$ cat config.mk
export PLATFORM = sky130hd
export DESIGN_NAME = centered_moving_average
export DESIGN_NICKNAME = d
export VERILOG_FILES = /design/src/hw/rtl/cma_pkg.sv /design/src/hw/rtl/cma_line.sv /design/src/hw/rtl/cma_div.sv /design/src/hw/rtl/centered_moving_average.sv
export SDC_FILE = /design/constraint.sdc
export NUM_CORES = 2
export LEC_CHECK = 0
export BUFFER_PORTS_ARGS = -buffer_cell sky130_fd_sc_hd__buf_2
export CORE_UTILIZATION = 55
export DETAILED_ROUTE_END_ITERATION = 8
export PLACE_DENSITY = 0.71
export SETUP_SLACK_MARGIN = 0.3
export SLEW_MARGIN = 20
export SYNTH_ARGS = -nofsm -noshare
export SYNTH_HDL_FRONTEND = slang
export SYNTH_SLANG_ARGS = --single-unit
$ cat constraint.sdc
create_clock -name clk_i -period 13.75 [get_ports clk_i]
set_input_delay 2.75 -clock clk_i [delete_from_list [all_inputs] [get_ports clk_i]]
set_output_delay 2.75 -clock clk_i [all_outputs]
set_load 0.01 [all_outputs]
$ cat src/hw/rtl/cma_pkg.sv
// Shared types and constants for the centered moving average block.
`default_nettype none
package cma_pkg;

  // Configuration register file
  localparam int unsigned PADDR_W  = 3;
  localparam int unsigned PDATA_W  = 32;
  localparam int unsigned HALF_W   = 5;
  localparam logic [HALF_W-1:0] HALF_RESET = 5'd2;

  // Word index of each configuration register
  localparam logic REG_HALF_WIDTH = 1'b0;

  typedef enum logic [2:0] {
    ST_IDLE,
    ST_CHECK,
    ST_SUM,
    ST_DRAIN,
    ST_DIV_GO,
    ST_DIV,
    ST_EMIT
  } cma_state_e;

endpackage
`default_nettype wire

$ cat src/hw/rtl/cma_line.sv
// Sample ring memory: one write port, one registered read port.
`default_nettype none
module cma_line #(
  parameter int unsigned DATA_W = 24,
  parameter int unsigned DEPTH  = 63,
  parameter int unsigned AW     = 6
) (
  input  wire logic              clk_i,
  input  wire logic              we_i,
  input  wire logic [AW-1:0]     waddr_i,
  input  wire logic [DATA_W-1:0] wdata_i,
  input  wire logic              re_i,
  input  wire logic [AW-1:0]     raddr_i,
  output logic      [DATA_W-1:0] rdata_o
);

  logic [DATA_W-1:0] mem [DEPTH];

  always_ff @(posedge clk_i) begin
    if (we_i) begin
      mem[waddr_i] <= wdata_i;
    end
  end

  always_ff @(posedge clk_i) begin
    if (re_i) begin
      rdata_o <= mem[raddr_i];
    end
  end

endmodule
`default_nettype wire

$ cat src/hw/rtl/cma_div.sv
// Serial restoring divider: signed dividend by positive divisor, one bit per cycle.
`default_nettype none
module cma_div #(
  parameter int unsigned SUM_W = 30,
  parameter int unsigned DIV_W = 6
) (
  input  wire logic             clk_i,
  input  wire logic             rst_ni,
  input  wire logic             start_i,
  input  wire logic [SUM_W-1:0] dividend_i,
  input  wire logic [DIV_W-1:0] divisor_i,
  output logic                  done_o,
  output logic      [SUM_W-1:0] quotient_o
);

  localparam int unsigned CNT_W = $clog2(SUM_W + 1);

  logic             busy_q, busy_d;
  logic             done_q, done_d;
  logic [CNT_W-1:0] cnt_q, cnt_d;
  logic [DIV_W-1:0] rem_q, rem_d;
  logic [SUM_W-1:0] quo_q, quo_d;
  logic [DIV_W-1:0] dvs_q, dvs_d;
  logic             neg_q, neg_d;
  logic [DIV_W:0]   rem_shift;

  always_comb begin
    busy_d    = busy_q;
    done_d    = 1'b0;
    cnt_d     = cnt_q;
    rem_d     = rem_q;
    quo_d     = quo_q;
    dvs_d     = dvs_q;
    neg_d     = neg_q;
    rem_shift = {rem_q, quo_q[SUM_W-1]};
    if (start_i) begin
      busy_d = 1'b1;
      cnt_d  = CNT_W'(SUM_W);
      rem_d  = '0;
      dvs_d  = divisor_i;
      neg_d  = dividend_i[SUM_W-1];
      quo_d  = dividend_i[SUM_W-1] ? (~dividend_i + SUM_W'(1)) : dividend_i;
    end else if (busy_q) begin
      // Shift in the next dividend bit and subtract where it fits
      if (rem_shift >= {1'b0, dvs_q}) begin
        rem_d = DIV_W'(rem_shift - {1'b0, dvs_q});
        quo_d = {quo_q[SUM_W-2:0], 1'b1};
      end else begin
        rem_d = rem_shift[DIV_W-1:0];
        quo_d = {quo_q[SUM_W-2:0], 1'b0};
      end
      cnt_d = cnt_q - CNT_W'(1);
      if (cnt_q == CNT_W'(1)) begin
        busy_d = 1'b0;
        done_d = 1'b1;
      end
    end
  end

  always_ff @(posedge clk_i or negedge rst_ni) begin
    if (!rst_ni) begin
      busy_q <= 1'b0;
      done_q <= 1'b0;
      cnt_q  <= '0;
    end else begin
      busy_q <= busy_d;
      done_q <= done_d;
      cnt_q  <= cnt_d;
    end
  end

  always_ff @(posedge clk_i) begin
    rem_q <= rem_d;
    quo_q <= quo_d;
    dvs_q <= dvs_d;
    neg_q <= neg_d;
  end

  assign done_o     = done_q;
  assign quotient_o = neg_q ? (~quo_q + SUM_W'(1)) : quo_q;

endmodule
`default_nettype wire

$ cat src/hw/rtl/centered_moving_average.sv
// Top level: centered boxcar mean with shrinking edges, sequencer and register port.
//
//  channel  | direction | handshake                  | payload
//  ---------+-----------+----------------------------+-----------------------------
//  input    | in        | in_valid_i / in_stall_o    | sample_i, last_sample_i
//  output   | out       | out_valid_o / out_stall_i  | smoothed_o, last_result_o
//  config   | in        | APB psel/penable/pready    | half_width at byte address 0
//
// For each result that an item releases, the window is summed through the single ring read port
// and then divided in the serial divider, plus bookkeeping.
// in_stall_o stays high from acceptance until the sequencer is back in idle, which it
// reaches through its check step after the last result of the item is loaded.
// A stalled output holds the sequencer in its emit step; reset needs no clearing pass.
`default_nettype none
module centered_moving_average #(
  parameter int unsigned MAX_HALF    = 31,
  parameter int unsigned SAMPLE_BITS = 24
) (
  input  wire logic                         clk_i,
  input  wire logic                         rst_ni,
  input  wire logic                         in_valid_i,
  output logic                              in_stall_o,
  input  wire logic signed [SAMPLE_BITS-1:0] sample_i,
  input  wire logic                         last_sample_i,
  output logic                              out_valid_o,
  input  wire logic                         out_stall_i,
  output logic signed [SAMPLE_BITS-1:0]     smoothed_o,
  output logic                              last_result_o,
  input  wire logic                         psel,
  input  wire logic                         penable,
  input  wire logic                         pwrite,
  input  wire logic [cma_pkg::PADDR_W-1:0]  paddr,
  input  wire logic [cma_pkg::PDATA_W-1:0]  pwdata,
  output logic      [cma_pkg::PDATA_W-1:0]  prdata,
  output logic                              pready
);

  import cma_pkg::*;

  localparam int unsigned LINE_DEPTH = 2 * MAX_HALF + 1;
  localparam int unsigned PTR_W      = $clog2(LINE_DEPTH);
  localparam int unsigned PEND_W     = $clog2(MAX_HALF + 2);
  localparam int unsigned H_W        = $clog2(MAX_HALF + 1);
  localparam int unsigned CNT_W      = $clog2(LINE_DEPTH);
  localparam int unsigned SUM_W      = SAMPLE_BITS + $clog2(LINE_DEPTH);
  localparam int unsigned DIV_W      = $clog2(LINE_DEPTH + 1);

  cma_state_e state_q, state_d;

  logic [HALF_W-1:0]      half_width_q;
  logic [PTR_W-1:0]       wr_ptr_q;
  logic [PEND_W-1:0]      pending_q;
  logic [H_W-1:0]         outputs_done_q;
  logic                   flush_q;
  logic [H_W-1:0]         h_q;
  logic                   last_res_q;
  logic [PTR_W-1:0]       rd_addr_q;
  logic [CNT_W-1:0]       cnt_q;
  logic                   rd_valid_q;
  logic [SUM_W-1:0]       acc_q;
  logic                   out_valid_q;
  logic [SAMPLE_BITS-1:0] smoothed_q;
  logic                   out_last_q;

  logic                   in_accept;
  logic                   cfg_write;
  logic [H_W-1:0]         heff;
  logic [H_W-1:0]         h_full;
  logic [PEND_W-1:0]      pend_m1;
  logic [H_W-1:0]         h_sel;
  logic                   emit_now;
  logic [31:0]            start_addr;
  logic                   sum_last;
  logic                   out_free;
  logic                   out_load;
  logic [SAMPLE_BITS-1:0] rd_data;
  logic [SUM_W-1:0]       quotient;
  logic                   div_start;
  logic                   div_done;

  // ---------------------------------------------------------------- config
  assign pready    = 1'b1;
  assign cfg_write = psel && penable && pwrite && pready;

  always_ff @(posedge clk_i or negedge rst_ni) begin
    if (!rst_ni) begin
      half_width_q <= HALF_RESET;
    end else if (cfg_write && (paddr[2] == REG_HALF_WIDTH)) begin
      half_width_q <= pwdata[HALF_W-1:0];
    end
  end

  always_comb begin
    prdata = '0;
    if (paddr[2] == REG_HALF_WIDTH) begin
      prdata = PDATA_W'(half_width_q);
    end
  end

  // ---------------------------------------------------------------- window selection
  assign in_accept = in_valid_i && !in_stall_o;
  assign heff      = (32'(half_width_q) > 32'(MAX_HALF)) ? H_W'(MAX_HALF) : H_W'(half_width_q);
  assign h_full    = (outputs_done_q < heff) ? outputs_done_q : heff;
  assign pend_m1   = pending_q - PEND_W'(1);

  always_comb begin
    h_sel    = h_full;
    emit_now = 1'b0;
    if (pending_q != '0) begin
      if (flush_q) begin
        emit_now = 1'b1;
        if (32'(pend_m1) < 32'(h_full)) begin
          h_sel = H_W'(pend_m1);
        end
      end else begin
        emit_now = (32'(pend_m1) >= 32'(h_full));
      end
    end
  end

  // Oldest sample of the window: wr_ptr - pending - h, modulo the ring depth
  always_comb begin
    start_addr = 32'(wr_ptr_q) + 32'(LINE_DEPTH) - 32'(pending_q) - 32'(h_sel);
    if (start_addr >= 32'(LINE_DEPTH)) begin
      start_addr = start_addr - 32'(LINE_DEPTH);
    end
  end

  assign sum_last = (32'(cnt_q) == 2 * 32'(h_q));
  assign out_free = !out_valid_q || !out_stall_i;

  // ---------------------------------------------------------------- sequencer
  always_comb begin
    state_d = state_q;
    case (state_q)
      ST_IDLE: begin
        if (in_accept) begin
          state_d = ST_CHECK;
        end
      end
      ST_CHECK: begin
        state_d = emit_now ? ST_SUM : ST_IDLE;
      end
      ST_SUM: begin
        if (sum_last) begin
          state_d = ST_DRAIN;
        end
      end
      ST_DRAIN: begin
        state_d = ST_DIV_GO;
      end
      ST_DIV_GO: begin
        state_d = ST_DIV;
      end
      ST_DIV: begin
        if (div_done) begin
          state_d = ST_EMIT;
        end
      end
      ST_EMIT: begin
        if (out_free) begin
          state_d = ST_CHECK;
        end
      end
      default: begin
        state_d = ST_IDLE;
      end
    endcase
  end

  always_comb begin
    in_stall_o = 1'b1;
    div_start  = 1'b0;
    out_load   = 1'b0;
    case (state_q)
      ST_IDLE:   in_stall_o = 1'b0;
      ST_DIV_GO: div_start  = 1'b1;
      ST_EMIT:   out_load   = out_free;
      default: begin
        in_stall_o = 1'b1;
      end
    endcase
  end

  always_ff @(posedge clk_i or negedge rst_ni) begin
    if (!rst_ni) begin
      state_q        <= ST_IDLE;
      wr_ptr_q       <= '0;
      pending_q      <= '0;
      outputs_done_q <= '0;
      flush_q        <= 1'b0;
      rd_valid_q     <= 1'b0;
      out_valid_q    <= 1'b0;
    end else begin
      state_q    <= state_d;
      rd_valid_q <= (state_q == ST_SUM);
      if (in_accept) begin
        wr_ptr_q  <= (32'(wr_ptr_q) == LINE_DEPTH - 1) ? '0 : wr_ptr_q + PTR_W'(1);
        pending_q <= pending_q + PEND_W'(1);
        flush_q   <= last_sample_i;
      end
      // End of trace: drop the per-trace counts
      if ((state_q == ST_CHECK) && flush_q && (pending_q == '0)) begin
        flush_q        <= 1'b0;
        outputs_done_q <= '0;
      end
      if (out_load) begin
        pending_q <= pending_q - PEND_W'(1);
        if (32'(outputs_done_q) < MAX_HALF) begin
          outputs_done_q <= outputs_done_q + H_W'(1);
        end
        out_valid_q <= 1'b1;
      end else if (!out_stall_i) begin
        out_valid_q <= 1'b0;
      end
    end
  end

  // Datapath registers
  always_ff @(posedge clk_i) begin
    if (state_q == ST_CHECK) begin
      h_q        <= h_sel;
      last_res_q <= flush_q && (pending_q == PEND_W'(1));
      rd_addr_q  <= PTR_W'(start_addr);
      cnt_q      <= '0;
      acc_q      <= '0;
    end else begin
      if (state_q == ST_SUM) begin
        rd_addr_q <= (32'(rd_addr_q) == LINE_DEPTH - 1) ? '0 : rd_addr_q + PTR_W'(1);
        cnt_q     <= cnt_q + CNT_W'(1);
      end
      if (rd_valid_q) begin
        acc_q <= acc_q + {{(SUM_W - SAMPLE_BITS){rd_data[SAMPLE_BITS-1]}}, rd_data};
      end
    end
    if (out_load) begin
      smoothed_q <= quotient[SAMPLE_BITS-1:0];
      out_last_q <= last_res_q;
    end
  end

  assign out_valid_o   = out_valid_q;
  assign smoothed_o    = smoothed_q;
  assign last_result_o = out_last_q;

  // ---------------------------------------------------------------- units
  cma_line #(
    .DATA_W (SAMPLE_BITS),
    .DEPTH  (LINE_DEPTH),
    .AW     (PTR_W)
  ) u_line (
    .clk_i   (clk_i),
    .we_i    (in_accept),
    .waddr_i (wr_ptr_q),
    .wdata_i (sample_i),
    .re_i    (state_q == ST_SUM),
    .raddr_i (rd_addr_q),
    .rdata_o (rd_data)
  );

  cma_div #(
    .SUM_W (SUM_W),
    .DIV_W (DIV_W)
  ) u_div (
    .clk_i      (clk_i),
    .rst_ni     (rst_ni),
    .start_i    (div_start),
    .dividend_i (acc_q),
    .divisor_i  (DIV_W'({h_q, 1'b1})),
    .done_o     (div_done),
    .quotient_o (quotient)
  );

`ifndef SYNTHESIS
  a_pending_inc: assert property (@(posedge clk_i) disable iff (!rst_ni)
    in_accept |=> (pending_q == $past(pending_q) + PEND_W'(1)))
    else $error("pending count did not advance on an accepted item");

  a_last_is_final: assert property (@(posedge clk_i) disable iff (!rst_ni)
    (out_load && last_res_q) |-> (pending_q == PEND_W'(1) && flush_q))
    else $error("final result loaded while results remain");

  a_div_done_state: assert property (@(posedge clk_i) disable iff (!rst_ni)
    div_done |-> (state_q == ST_DIV))
    else $error("divider finished outside the divide step");

  a_idle_clean: assert property (@(posedge clk_i) disable iff (!rst_ni)
    (state_q == ST_IDLE) |-> (!flush_q && (32'(pending_q) <= MAX_HALF)))
    else $error("idle with a pending flush or too many waiting samples");
`endif

endmodule
`default_nettype wire

==> impl_metrics.py <==
metrics = {
    "power_and_ir_drop": {
        "powerDensity_nw_per_um2": 206,
        "p_leak_nw": 24.7,
        "peakVddDrop_v": 0.000205,
    },
    "detailed_routing": {
        "vias_per_cell": 6.38,
        "drtAntennaViolNets": 0,
        "wl_per_cell_um": 29.4,
        "drt_iter0_drc": 3989,
        "drc_errors": 0,
        "drt-total-wl_mm": 157,
        "drt_first_pass_iters": 6,
        "vias": 34000,
    },
    "yosys": {
        "ys_ff_latch": 1686,
        "synth_edf_count": 1609,
        "syn_area_per_cell_sq_um": 20.0,
        "synth_cell_types": 65,
        "ys_warn_count": 0,
        "async_reset_ff_frac": 0.0208,
        "syn_inst": 3414,
        "synthesis.area_sq_um": 68200,
        "ys_seq_area_frac": 0.733,
        "synth_flop_cell": "edfxtp_1",
    },
    "sta": {
        "finalHoldViolations": 0,
        "finalSetupTns_ns": 0,
        "fmax_mhz": 145,
        "report.final.slew_viol_count": 0,
        "maxSlewHeadroom": 0.280,
        "setup_viol": 0,
        "rsz0062_at_grt": "no",
        "fin_skew_ns": 0.0274,
        "finalCritPeriodShare": 0.500,
        "tightest_slew_ns": 1.08,
        "layout_setup_ws_ns": 6.88,
        "period_needed_ns": 6.87,
    },
    "cts": {
        "cts_tree": "done",
        "cts_resized": 0,
        "path_clk_slew_ns": 0.07,
        "clock_latency_ns": 0.81,
        "cts_setup_buffers": 0,
        "clk_path_buf_depth": 3,
        "htreeDepth": 4,
        "clock_sinks": 1686,
        "clock-root-buffer": "clkbuf_16",
        "ctsHoldBuffers": 0,
        "cts_made_buffers": 166,
    },
    "final_layout": {
        "mostFrequentLayoutCell": "edfxtp_1",
        "fin_nets": 3715,
        "drive_gt1_frac": 0.258,
        "mostFrequentLayoutCells": "edfxtp_1 (1609), mux4_2 (469), clkbuf_16 (172)",
        "areaGrowthSynthToFinish_pct": 11.5,
    },
    "critical_path": {
        "worst_path_max_delay_cell": "dfstp_2",
        "rr_worst_depth": 25,
        "critPathMaxStageDelay_ns": 0.54,
        "timing_worst_setup_path_type": "reg -> reg",
        "cp_top_family": "compound AO/OA/AOI/OAI gates",
        "critPathArrivalTime_ns": 7.47,
        "cp-start-kind": "register",
        "critPathLaunch": "half_width_q[1]",
        "worst_setup_path_end_kind": "register",
        "cp.buffers_inverters": 1,
        "crit_required_ns": 14.35,
        "regToRegStartpoint": "half_width_q[1]",
        "cp.depth": 25,
        "crit_fanout": 10,
    },
    "hold_path": {
        "hold_start": "last_res_q",
        "hp-class": "reg -> reg",
        "hold_depth": 0,
    },
    "placement": {
        "place.gp.congestion": 0.847,
        "port_buffers": 69,
        "pre_cts_slack_ns": 7.11,
        "dp_hpwl_mm": 86.5,
    },
    "global_route": {
        "first_global_vias": 34800,
        "grt_antenna_before_repair": 16,
        "gr-total-overflow": 0,
        "grt_first_pass_wirelength_mm": 230,
        "grtUsageTotal": 0.254,
        "grt_max_degree": 152,
    },
    "floorplanning": {
        "core-area_sq_um": 122000,
        "die_h_um": 354,
        "die_area_sq_um": 125000,
        "rows": 128,
        "start_util": 0.558,
        "io_pins": 127,
        "fp.dieW_um": 354,
    },
    "status": {
        "outcome": "finished, final reports clean",
    },
    "flow_run": {
        "max_cap_violations": 0,
    },
}
==> synthesized netlist by cell type (4+ instances only) <==
| master | instances | share of area |
|---|---|---|
| ha_1 | 69 | 0.013 |
| or2_2 | 6 | 0.00055 |
| nand2_1 | 135 | 0.0074 |
| o31ai_1 | 14 | 0.0015 |
| buf_1 | 57 | 0.0031 |
| nor2_1 | 148 | 0.0081 |
| nand3_1 | 30 | 0.0022 |
| a31oi_1 | 12 | 0.0011 |
| mux4_2 | 469 | 0.15 |
| or3_1 | 12 | 0.0011 |
| edfxtp_1 | 1609 | 0.71 |
| buf_4 | 28 | 0.0031 |
| nor3_1 | 16 | 0.0012 |
| nand2b_1 | 19 | 0.0017 |
| o211ai_1 | 8 | 0.00088 |
| xor2_1 | 46 | 0.0059 |
| o21ai_0 | 116 | 0.0085 |
| and3_1 | 7 | 0.00064 |
| mux2_2 | 7 | 0.0012 |
| a21o_1 | 25 | 0.0028 |
| o22ai_1 | 9 | 0.00083 |
| o41ai_1 | 6 | 0.00077 |
| mux2i_1 | 61 | 0.0089 |
| inv_1 | 55 | 0.0030 |
| xnor2_1 | 65 | 0.0083 |
| dfrtp_1 | 34 | 0.012 |
| nand4_1 | 20 | 0.0018 |
| nand3b_1 | 5 | 0.00055 |
| o221ai_1 | 4 | 0.00051 |
| o21a_1 | 6 | 0.00066 |
| dfxtp_1 | 42 | 0.012 |
| nor2b_1 | 14 | 0.0013 |
| a21oi_1 | 75 | 0.0055 |
| o2111ai_1 | 4 | 0.00051 |
| clkbuf_1 | 107 | 0.0059 |
| or4_1 | 8 | 0.00088 |
| o21bai_1 | 4 | 0.00044 |
| o31a_1 | 4 | 0.00051 |
| fa_1 | 4 | 0.0012 |
| a211oi_1 | 11 | 0.0012 |
==> kinds of logic (layout without fill, tap and decap cells) <==
logic type	after synthesis	after routing	synth area share
AOI/OAI and AO/OA	312	312	0.0276
other	2	30	0.000110
muxes	537	537	0.165
adders and majority gates	73	73	0.0138
buffers and inverters	252	520	0.0155
xor gates and xnor gates	111	111	0.0142
and+or+nand+nor	441	441	0.0306
DFF	1686	1686	0.733
==> layer usage <==
layer,global-route usage,wire [um],part of all wire,vias up
met5,0,39,0.00025,-
met4,0.0891,5070,0.032,6
met2,0.424,79400,0.51,1663
met1,0.334,58900,0.38,17800
met3,0.0538,13600,0.087,307
li1,-,-,-,14300
==> final cells by class <==
type,instances,area [sq um]
Tap cell,1625,2030
Fill cell,8220,46300
Inverter,57,214
Clock buffer,200,4410
Antenna cell,2,5.00
Timing Repair Buffer,162,1140
Clock inverter,101,827
Multi-Input combinational cell,1502,17400
Sequential cell,1686,50000
==> through the flow <==
step	total power, W	cells	hold slack (ns)	utilization	instance area, sq um
2_1_floorplan	0.00982	3440	0.400	-	68300
3_3_place_gp	0.0112	5032	0.412	0.579	70800
3_5_place_dp	0.0113	5032	0.420	0.579	70800
4_1_cts	0.0157	5333	0.434	0.621	76000
5_1_grt	0.0163	5333	0.452	0.622	76100
6_report	0.0156	5335	0.438	0.622	76100
==> state kept, by name, summed over array words and instances (netlist names), 24 cells and up <==
signal          cells
smoothed_o         24
u_line.rdata_o     24
u_div.quo_q        30
acc_q              30
u_line.mem       1512
==> final timing paths <==
kind / end / slack, ns
setup / recovery: rd_addr_q[5] / 6.88
hold / removal: last_result_o / 0.44
setup reg to reg: rd_addr_q[5] / 6.88
hold reg to reg: last_result_o / 0.44
max in group asynchronous: wr_ptr_q[4] / 11.14
min in group asynchronous: half_width_q[4] / 2.07
==> power breakdown <==
group          switching [W]  internal, W  total [W]  leakage (nW)
logic                0.00282      0.00229    0.00512          6.82
clock network        0.00189      0.00249    0.00438          2.57
registers           0.000226      0.00592    0.00615          15.3
Note: power is estimated with default switching activity, not from simulation.
